==> src/hdl/bssr_pkg.sv <==
`timescale 1ns / 1ps
// ----------------------------------------------------------------------------
// bssr_pkg
// Shared types and constants of the bounded stack with shift and reverse.
// ----------------------------------------------------------------------------
package bssr_pkg;

    // The store depth is a power of two, so slot arithmetic wraps by itself.
    localparam int DEPTH      = 64;
    localparam int DATA_WIDTH = 32;
    localparam int ADDR_W     = $clog2(DEPTH);
    localparam int CNT_W      = $clog2(DEPTH + 1);
    localparam int OP_W       = 3;
    localparam int POS_W      = 6;

    typedef enum logic [OP_W-1:0] {
        OP_PUSH    = 3'd0,
        OP_POP     = 3'd1,
        OP_SHIFT   = 3'd2,
        OP_PEEK    = 3'd3,
        OP_READ    = 3'd4,
        OP_REVERSE = 3'd5
    } t_opcode;

    typedef struct packed {
        logic [DATA_WIDTH-1:0] value;
        logic                  success;
        logic [CNT_W-1:0]      fill_count;
    } t_result;

endpackage

==> src/hdl/bssr_ram.sv <==
`timescale 1ns / 1ps
// ----------------------------------------------------------------------------
// bssr_ram
// Simple dual-port synchronous RAM with one write port and a registered read.
// ----------------------------------------------------------------------------
module bssr_ram #(
    parameter int DATA_W = 32,
    parameter int WORDS  = 64,
    localparam int AW    = $clog2(WORDS)
) (
    input  logic              i_clk,
    input  logic              i_wr_en,
    input  logic [AW-1:0]     i_wr_addr,
    input  logic [DATA_W-1:0] i_wr_data,
    input  logic              i_rd_en,
    input  logic [AW-1:0]     i_rd_addr,
    output logic [DATA_W-1:0] o_rd_data
);

    logic [DATA_W-1:0] r_mem [WORDS];
    logic [DATA_W-1:0] r_rd_data;

    always_ff @(posedge i_clk) begin
        if (i_wr_en) begin
            r_mem[i_wr_addr] <= i_wr_data;
        end
        if (i_rd_en) begin
            r_rd_data <= r_mem[i_rd_addr];
        end
    end

    assign o_rd_data = r_rd_data;

endmodule

==> src/hdl/bssr_ctrl.sv <==
`timescale 1ns / 1ps
// ----------------------------------------------------------------------------
// bssr_ctrl
// Request sequencer: keeps base slot, fill count and direction, addresses the
// item memory and assembles one result per request.
// ----------------------------------------------------------------------------
module bssr_ctrl import bssr_pkg::*; (
    input  logic                  i_clk,
    input  logic                  i_rst_n,
    input  logic                  i_req_valid,
    output logic                  o_req_ready,
    input  logic [OP_W-1:0]       i_opcode,
    input  logic [DATA_WIDTH-1:0] i_item_value,
    input  logic [POS_W-1:0]      i_position,
    output logic                  o_res_valid,
    input  logic                  i_res_ready,
    output t_result               o_res,
    output logic                  o_wr_en,
    output logic [ADDR_W-1:0]     o_wr_addr,
    output logic [DATA_WIDTH-1:0] o_wr_data,
    output logic                  o_rd_en,
    output logic [ADDR_W-1:0]     o_rd_addr,
    input  logic [DATA_WIDTH-1:0] i_rd_data
);

    typedef enum logic [1:0] {
        S_IDLE = 2'b01,
        S_DONE = 2'b10
    } t_state;

    t_state                r_state, n_state;
    logic [CNT_W-1:0]      r_fill, n_fill;
    logic [ADDR_W-1:0]     r_base, n_base;
    logic                  r_rev, n_rev;
    logic                  r_use_mem, n_use_mem;
    logic                  r_ok, n_ok;
    logic [DATA_WIDTH-1:0] r_value, n_value;

    logic              accept;
    logic              empty;
    logic              full;
    logic [ADDR_W-1:0] top_slot;
    logic [ADDR_W-1:0] pos_slot;

    assign accept   = i_req_valid && o_req_ready;
    assign empty    = (r_fill == '0);
    assign full     = (r_fill == CNT_W'(DEPTH));
    assign top_slot = r_base + r_fill[ADDR_W-1:0] - ADDR_W'(1);
    assign pos_slot = r_rev ? (top_slot - ADDR_W'(i_position))
                            : (r_base + ADDR_W'(i_position));

    always_comb begin
        n_state   = r_state;
        n_fill    = r_fill;
        n_base    = r_base;
        n_rev     = r_rev;
        n_use_mem = r_use_mem;
        n_ok      = r_ok;
        n_value   = r_value;
        o_wr_en   = 1'b0;
        o_wr_addr = r_base + r_fill[ADDR_W-1:0];
        o_wr_data = i_item_value;
        o_rd_en   = 1'b0;
        o_rd_addr = top_slot;
        unique case (r_state)
            S_IDLE: begin
                if (accept) begin
                    n_state   = S_DONE;
                    n_use_mem = 1'b0;
                    n_ok      = 1'b0;
                    n_value   = '0;
                    case (t_opcode'(i_opcode))
                        OP_PUSH: begin
                            if (!full) begin
                                o_wr_en = 1'b1;
                                if (r_rev) begin
                                    n_base    = r_base - ADDR_W'(1);
                                    o_wr_addr = r_base - ADDR_W'(1);
                                end
                                n_fill  = r_fill + CNT_W'(1);
                                n_ok    = 1'b1;
                                n_value = i_item_value;
                            end
                        end
                        OP_POP: begin
                            if (!empty) begin
                                o_rd_en = 1'b1;
                                if (r_rev) begin
                                    o_rd_addr = r_base;
                                    n_base    = r_base + ADDR_W'(1);
                                end
                                n_fill    = r_fill - CNT_W'(1);
                                n_ok      = 1'b1;
                                n_use_mem = 1'b1;
                            end
                        end
                        OP_SHIFT: begin
                            if (!empty) begin
                                o_rd_en = 1'b1;
                                if (!r_rev) begin
                                    o_rd_addr = r_base;
                                    n_base    = r_base + ADDR_W'(1);
                                end
                                n_fill    = r_fill - CNT_W'(1);
                                n_ok      = 1'b1;
                                n_use_mem = 1'b1;
                            end
                        end
                        OP_PEEK: begin
                            if (!empty) begin
                                o_rd_en   = 1'b1;
                                o_rd_addr = r_rev ? r_base : top_slot;
                                n_ok      = 1'b1;
                                n_use_mem = 1'b1;
                            end
                        end
                        OP_READ: begin
                            if (CNT_W'(i_position) < r_fill) begin
                                o_rd_en   = 1'b1;
                                o_rd_addr = pos_slot;
                                n_ok      = 1'b1;
                                n_use_mem = 1'b1;
                            end
                        end
                        OP_REVERSE: begin
                            n_rev = !r_rev;
                            n_ok  = 1'b1;
                        end
                        default: begin
                        end
                    endcase
                end
            end
            S_DONE: begin
                if (i_res_ready) begin
                    n_state = S_IDLE;
                end
            end
            default: begin
                n_state = S_IDLE;
            end
        endcase
    end

    assign o_req_ready      = (r_state == S_IDLE);
    assign o_res_valid      = (r_state == S_DONE);
    assign o_res.value      = r_use_mem ? i_rd_data : r_value;
    assign o_res.success    = r_ok;
    assign o_res.fill_count = r_fill;

    always_ff @(posedge i_clk) begin
        if (!i_rst_n) begin
            r_state <= S_IDLE;
            r_fill  <= '0;
            r_base  <= '0;
            r_rev   <= 1'b0;
        end else begin
            r_state <= n_state;
            r_fill  <= n_fill;
            r_base  <= n_base;
            r_rev   <= n_rev;
        end
    end

    always_ff @(posedge i_clk) begin
        r_use_mem <= n_use_mem;
        r_ok      <= n_ok;
        r_value   <= n_value;
    end

endmodule

==> src/hdl/bounded_stack_with_shift_and_reverse_top.sv <==
`timescale 1ns / 1ps
// ----------------------------------------------------------------------------
// bounded_stack_with_shift_and_reverse_top
// Bounded stack of item words with push, pop, shift, peek, indexed read and
// reverse, kept in a circular item memory.
//
//   Channel   Direction  tdata (low bit up)           tuser
//   s (req)   in         item_value, position         opcode
//   m (res)   out        result_value, fill_count     success
//
// A request is not accepted while the sequencer still holds the previous
// result. The memory access happens at acceptance, and the result, set by
// the registered read of the item memory, is held in the done state of the
// sequencer and then moves into the output register, from which it is
// offered on the master side. A new request is taken while the previous
// result waits in the output register. The reset is synchronous and active
// low and empties the stack. A stalled output holds one result and one
// request in flight, then the request side stalls.
// ----------------------------------------------------------------------------
module bounded_stack_with_shift_and_reverse_top import bssr_pkg::*; (
    input  logic        i_clk,
    input  logic        i_rst_n,
    input  logic        i_s_tvalid,
    output logic        o_s_tready,
    input  logic [39:0] i_s_tdata,   // item_value[31:0], position[37:32], zero pad
    input  logic [2:0]  i_s_tuser,   // opcode[2:0]
    output logic        o_m_tvalid,
    input  logic        i_m_tready,
    output logic [39:0] o_m_tdata,   // result_value[31:0], fill_count[38:32], zero pad
    output logic        o_m_tuser    // success
);

    logic                  res_valid;
    logic                  res_ready;
    t_result               res;
    logic                  wr_en;
    logic [ADDR_W-1:0]     wr_addr;
    logic [DATA_WIDTH-1:0] wr_data;
    logic                  rd_en;
    logic [ADDR_W-1:0]     rd_addr;
    logic [DATA_WIDTH-1:0] rd_data;
    logic                  r_out_valid;
    t_result               r_out;

    bssr_ctrl u_ctrl (
        .i_clk        (i_clk),
        .i_rst_n      (i_rst_n),
        .i_req_valid  (i_s_tvalid),
        .o_req_ready  (o_s_tready),
        .i_opcode     (i_s_tuser),
        .i_item_value (i_s_tdata[31:0]),
        .i_position   (i_s_tdata[37:32]),
        .o_res_valid  (res_valid),
        .i_res_ready  (res_ready),
        .o_res        (res),
        .o_wr_en      (wr_en),
        .o_wr_addr    (wr_addr),
        .o_wr_data    (wr_data),
        .o_rd_en      (rd_en),
        .o_rd_addr    (rd_addr),
        .i_rd_data    (rd_data)
    );

    bssr_ram #(
        .DATA_W (DATA_WIDTH),
        .WORDS  (DEPTH)
    ) u_ram (
        .i_clk     (i_clk),
        .i_wr_en   (wr_en),
        .i_wr_addr (wr_addr),
        .i_wr_data (wr_data),
        .i_rd_en   (rd_en),
        .i_rd_addr (rd_addr),
        .o_rd_data (rd_data)
    );

    assign res_ready = !r_out_valid || i_m_tready;

    always_ff @(posedge i_clk) begin
        if (!i_rst_n) begin
            r_out_valid <= 1'b0;
        end else if (res_ready) begin
            r_out_valid <= res_valid;
        end
    end

    always_ff @(posedge i_clk) begin
        if (res_ready && res_valid) begin
            r_out <= res;
        end
    end

    assign o_m_tvalid = r_out_valid;
    assign o_m_tdata  = {1'b0, r_out.fill_count, r_out.value};
    assign o_m_tuser  = r_out.success;

endmodule
==> config.mk <==
export PLATFORM = sky130hd
export DESIGN_NAME = bounded_stack_with_shift_and_reverse_top
export DESIGN_NICKNAME = d
export VERILOG_FILES = /design/src/hdl/bssr_pkg.sv /design/src/hdl/bssr_ram.sv /design/src/hdl/bssr_ctrl.sv /design/src/hdl/bounded_stack_with_shift_and_reverse_top.sv
export SDC_FILE = /design/constraint.sdc
export NUM_CORES = 2
export LEC_CHECK = 0
export CAP_MARGIN = 20
export CORE_AREA = 10 10 401 403
export DETAILED_ROUTE_END_ITERATION = 10
export DIE_AREA = 0 0 411 413
export DONT_BUFFER_PORTS = 1
export PLACE_DENSITY = 0.76
export SLEW_MARGIN = 20
export SYNTH_ARGS = -nofsm -noshare
export SYNTH_HDL_FRONTEND = slang
export SYNTH_SLANG_ARGS = --single-unit
==> constraint.sdc <==
create_clock -name i_clk -period 4.2 [get_ports i_clk]
set_clock_uncertainty 0.05 [all_clocks]
set_input_delay 0.21 -clock i_clk [delete_from_list [all_inputs] [get_ports i_clk]]
set_output_delay 0.21 -clock i_clk [all_outputs]
set_load 0.01 [all_outputs]
Word level (Yosys, flattened, before mapping) --
Memories as Yosys holds them, arrays and structs flattened. A register that Yosys moved wholly into a read port is not among the register bits. Index checks and enable logic that the tools add are counted. Widths: inputs -> output; s select.
Operators by class: add/subtract/negate cells 8, order comparisons 1, eq/ne operators 17, mux-type cells 40, bitwise logic cells 1, reductions and logical operators 18
Operator list (number):
- $mux 6 | 19
- $pmux 6 s3 | 2
- $mux 32 | 1
- $mux 7 | 2
- $pmux 7 s2 | 1
- $add 6x6->6 | 2
- $ne 2x2->1 const B | 6
- $sub 6x1->6 const B | 2
- $mux 1 | 10
- $reduce_and 9->1 | 1
- $add 7x1->7 const B | 1
- $eq 7x7->1 const B | 1
- $logic_not 7->1 | 1
- $lt 6x7->1 | 1
- $sub 7x1->7 const B | 1
- $add 6x1->6 const B | 1
- $eq 3x2->1 const B | 2
- $eq 3x3->1 const B | 2
- $ne 2x1->1 const B | 3
- $reduce_or 2->1 | 3
- $sub 6x6->6 | 1
- $reduce_and 5->1 | 1
- $mux 2 | 2
- $pmux 1 s4 | 1
- other kinds (15) | 18
Storage, ports and cells: flip-flop bits (word level) 91, RAM bits 2048, input bits 47, output and inout port bits 43, logic and storage cells 97, memories kept 1
Memory list:
- u_ram.r_mem | words 64, width 32, rd ports 1, clocked after memory_dff 1, wr ports 1, line bssr_ram.sv:20 | logic [DATA_W-1:0] r_mem [WORDS];

Depth between registers and ports, before layout --
depth in word-level cells 8, mapped depth 21, gate-level depth less buffers 18

By module --
A second synthesis with hierarchy kept.
Unflattened totals: cells, all modules 3863, area total of the unflattened synthesis 84250.8 um^2
Modules (own cells, without submodules):
- bssr_ram | instances 1, cells an instance 3356, area an instance 78634.2 um^2, sequential area each 62459.9 um^2
- bssr_ctrl | instances 1, cells an instance 460, area an instance 4346.7 um^2, sequential area each 1341.3 um^2
- bounded_stack_with_shift_and_reverse_top | instances 1, cells an instance 47, area an instance 1270.0 um^2, sequential area each 1221.2 um^2

Worst setup path after synthesis --
No wires, ideal clock.
path type register to register, start point register u_ctrl.r_fill[1], end point memory u_ram.r_mem[51][0], enable pin, setup time 0.421 ns, arrival 4.041 ns, required time 3.729 ns, setup slack -0.312 ns, cell stages (with the launch flop) 11, path buffers 2, clock period less this slack 4.512 ns, cell sequence dfxtp_1 nor4_4 and3_1 a2111oi_2 nand3_1 clkbuf_1 nand2_1 o21ai_0 or3_1 clkbuf_1 nor2_1
Between the ends: word-level cells in the longest chain between the ends 7, elaborated cells between the ends (all ways) 13, classes of those cells add/sub: 1; eq/ne: 1; mux: 11
Ends and longest elaborated chain:
- start, declared | line bssr_ctrl.sv:32 | logic [CNT_W-1:0] r_fill, n_fill;
- start signal, assigned | line bssr_ctrl.sv:159 | r_fill <= n_fill;
- parallel branches: the longest is 7 deep, another holds $add 6x6->6
- end, declared | line bssr_ram.sv:20
Several ways; the timed one is not identified.

Worst setup path after layout --
start point register u_ctrl.r_fill[0], end point register u_ram.r_rd_data[1] (netlist: u_ram.o_rd_data[1]), read port of u_ram.r_mem (data pin)
Between the ends: word-level cells in the longest chain between the ends 8, elaborated cells between the ends (all ways) 19, classes of those cells add/sub: 3; order compare: 1; mux: 14; reduce/logical: 1
Ends and longest elaborated chain:
- $add 6x6->6 | line bssr_ctrl.sv:48 | assign top_slot = r_base + r_fill[ADDR_W-1:0] - ADDR_W'(1);
- $sub 6x1->6 | line bssr_ctrl.sv:48
- $sub 6x6->6 | line bssr_ctrl.sv:49 | assign pos_slot = r_rev ? (top_slot - ADDR_W'(i_position))
- $mux 6 | line bssr_ctrl.sv:49
- $mux 6 | line bssr_ctrl.sv:118 | if (CNT_W'(i_position) < r_fill) begin
- $pmux 6 s3 | line bssr_ctrl.sv:72 | case (t_opcode'(i_opcode))
- $mux 6 | line bssr_ctrl.sv:67 | if (accept) begin
- $mux 6 | line bssr_ctrl.sv:65 | unique case (r_state)
- end, declared | line bssr_ram.sv:21 | logic [DATA_W-1:0] r_rd_data;
Several ways; a longest one is shown, not always the timed one. A chain may end at the register's enable or synchronous reset.

==> results_dict.tcl <==
set metrics [dict create \
    critPathKind "flop to flop" \
    worstPathMaxFanout 5 \
    finalNonFillerCells 9249 \
    hold_path_class "input pin to flop" \
    drive_gt1_frac 0.185 \
    htreeDepth 4 \
    critical_path_arrival_ps 5390 \
    crit_top_cell "ha_4" \
    io_pins 90 \
    synthMuxAreaShare 0.0169 \
    fill_cells 9439 \
    grt_max_degree 78 \
    die_x_um 411 \
    coreArea_mm2 0.153 \
    worst_slack_ps -568 \
    async_flop_share 0 \
    cts.sinks 2171 \
    die_area_mm2 0.170 \
    cts_tree "done" \
    dp_cells 8692 \
    register_area_mm2 0.0650 \
    io_buffers 0 \
    numCtsBuffers 205 \
    die-height_um 413 \
    synth_edf_count 2154 \
    via_per_inst 6.50 \
    grt_usage 0.303 \
    startpoint_type "flop" \
    grt_pass1_wl_mm 382 \
    worstReg2RegStart "u_ctrl.r_fill[0]" \
    p_leak_nw 36.9 \
    drtPass1Iterations 6 \
    hold_ws_ps 72.7 \
    endpoint_kind "flop" \
    slowest_stage "fa_2" \
    syn_avg_cell_area_um2 13.4 \
    initial_core_util 0.565 \
    clockBufferDepth 3 \
    cp_cell_sequence "ha_4 -> fa_2 -> inv_2 -> ha_4 -> inv_2 -> buf_6 -> ha_4 -> nand3b_1 -> and4b_1 -> nor4_2 -> a22o_1 -> or2_4 -> nor2_4 -> buf_6 -> buf_12 -> a221o_1 -> a222oi_1 -> buf_4 -> a311oi_2 -> buf_4 -> a311oi_2" \
    path_buf_inv 7 \
    crit_start "u_ctrl.r_fill[0]" \
    wl_mm 264 \
    fmax_mhz 210 \
    path_delay_family "compound AO/OA/AOI/OAI gates" \
    drtIter0Drc 10130 \
    setup_violations 32 \
    synth-compound-area-share 0.0474 \
    finalCritPeriodShare 1.14 \
    ant_nets 0 \
    cpPeakStageDelay_ps 580 \
    synth_seq_area_share 0.752 \
    place.gp.congestion 0.929 \
    yosys.area_share.adder 0.00498 \
    drv_slew 0 \
    cap_violations 0 \
    ys_types 80 \
    nets 7111 \
    synthSimpleGateAreaFrac 0.155 \
    fin_crit_ps 4770 \
    rows 144 \
    post-route-drc-count 0 \
    dp_hpwl_mm 153 \
    clk_pin_slew_ps 70 \
    overflow 0 \
    synth_top_family_by_area "simple AND/OR/NAND/NOR gates" \
    antenna_found_initial 14 \
    final_common_cell "edfxtp_1" \
    syn_nets 6513 \
    grt_pass1_vias 57755 \
    area_growth_pct 21.6 \
    peakVddDrop_v 0.000520 \
    violations "setup timing" \
    cts_root_buffer "clkbuf_16" \
    multi_input_area_mm2 0.0212 \
    vias 60128 \
    ys_seq_elements 2171 \
    slew_headroom 0.284 \
    p_total_mw 53.9 \
    wl_per_cell_um 28.6 \
    status "finished with violations" \
    tightest_slew_ps 1070 \
    required_ps 4830 \
    hp-start "i_s_tuser[1]" \
    netlist_instances 6434 \
    r2r_slack_ps -570 \
    ys.flop_type "edfxtp_1" \
    rsz0062_at_grt "true" \
    synth_xor_area_frac 0.00330 \
    p_per_area_mw_per_mm2 512 \
    netlist_area_mm2 0.0865 \
    clk_latency_ps 870 \
    most-common-layout-cells "edfxtp_1 (2,154), nand2_1 (1,895), nand3_1 (794)" \
    finalHoldViolCount 0 \
    synth_warnings 0 \
]
metal layers:
metal,global-route usage,wire length [µm],vias up
li1,-,-,25077
met2,0.462,120000,4770
met4,0.167,16800,12
met5,0,75,-
met3,0.0740,36400,882
met1,0.402,91000,29387
registers in the layout (all words and copies together), names as in the netlist:
signal,count
u_ctrl.r_base,6
u_ctrl.r_ok,1
o_m_tuser,1
u_ctrl.r_fill,7
u_ram.r_mem,2048
u_ctrl.r_use_mem,1
u_ctrl.r_rev,1
u_ram.o_rd_data,32
o_m_tvalid,1
o_m_tdata,39
u_ctrl.r_value,32
u_ctrl.r_state,2
worst min-delay path, delay by kind of cell:
| kind | cells | cell delay [ps] |
|---|---|---|
| AO/OA/AOI/OAI | 2 | 320 |
| XOR/XNOR | 1 | 130 |
| AND/OR/NAND/NOR | 3 | 290 |
cell type report:
type                    count  area share
multi-input cells        3826       0.202
repair buffers            801      0.0929
clock buffers             255      0.0510
flip-flops and latches   2171       0.619
well taps                2044      0.0243
clock inverters           122      0.0101
inverters                  27     0.00101
diodes                      3   0.0000714
timing repair:
action / CTS / global route
hold buffers: 75 / 0
endpoints found under the hold margin: 2139 / 0
cloned: 16 / 2
pin swaps: 69 / 57
resized for setup: 179 / 96
setup endpoints to repair: 32 / 32
setup buffers: 68 / 31
stage by stage:
step	utilization	cell area (µm²)	worst slack, ps	TNS [ps]
floorplan	-	86500	-312	-420410
global placement	0.619	94700	-712	-18790
detailed placement	0.619	94700	-751	-19380
CTS	0.683	104000	-406	-10190
global route	0.687	105000	-648	-15780
finish	0.687	105000	-568	-13070
cells by family after synthesis:
family          Yosys count
other cells               1
xor+xnor                 31
compound gates          551
mux                     110
fa+ha+maj                32
simple gates           3100
flops                  2171
buf+inv                 438
synthesized netlist by cell type (14+ instances only):
cell type	instances	area (µm²)
nand4_1	46	288
buf_2	87	435
and3_1	149	932
a311oi_1	19	166
o21ai_0	20	100
inv_1	26	97.6
nand2_1	1901	7140
a31oi_1	172	1080
clkbuf_1	238	893
and2_1	41	257
buf_1	81	304
a21o_1	25	188
mux2i_1	49	490
mux4_2	25	563
a21oi_1	41	205
edfxtp_1	2154	64700
mux2_2	35	394
a32oi_1	110	963
dfxtp_1	17	340
o211a_1	28	280
xnor2_1	15	131
o22ai_1	48	300
nor2_1	107	402
nor3_1	14	70.1
nand3_1	801	4010
ha_1	28	350
xor2_1	15	131
power by group:
part | internal, mW | leakage (nW) | switching (mW)
Combinational | 4.77 | 14.2 | 7.24
Sequential | 24.0 | 19.5 | 0.0366
Clock | 9.81 | 3.14 | 8.05
path summary, 6_finish.rpt:
path	end	depth (start not counted)
setup / recovery	u_ram.o_rd_data[1]	21
hold / removal	u_ctrl.r_base[3]	6
setup reg to reg	u_ram.o_rd_data[1]	21
hold reg to reg	o_m_tuser	0
(Power assumes the default switching activity.)
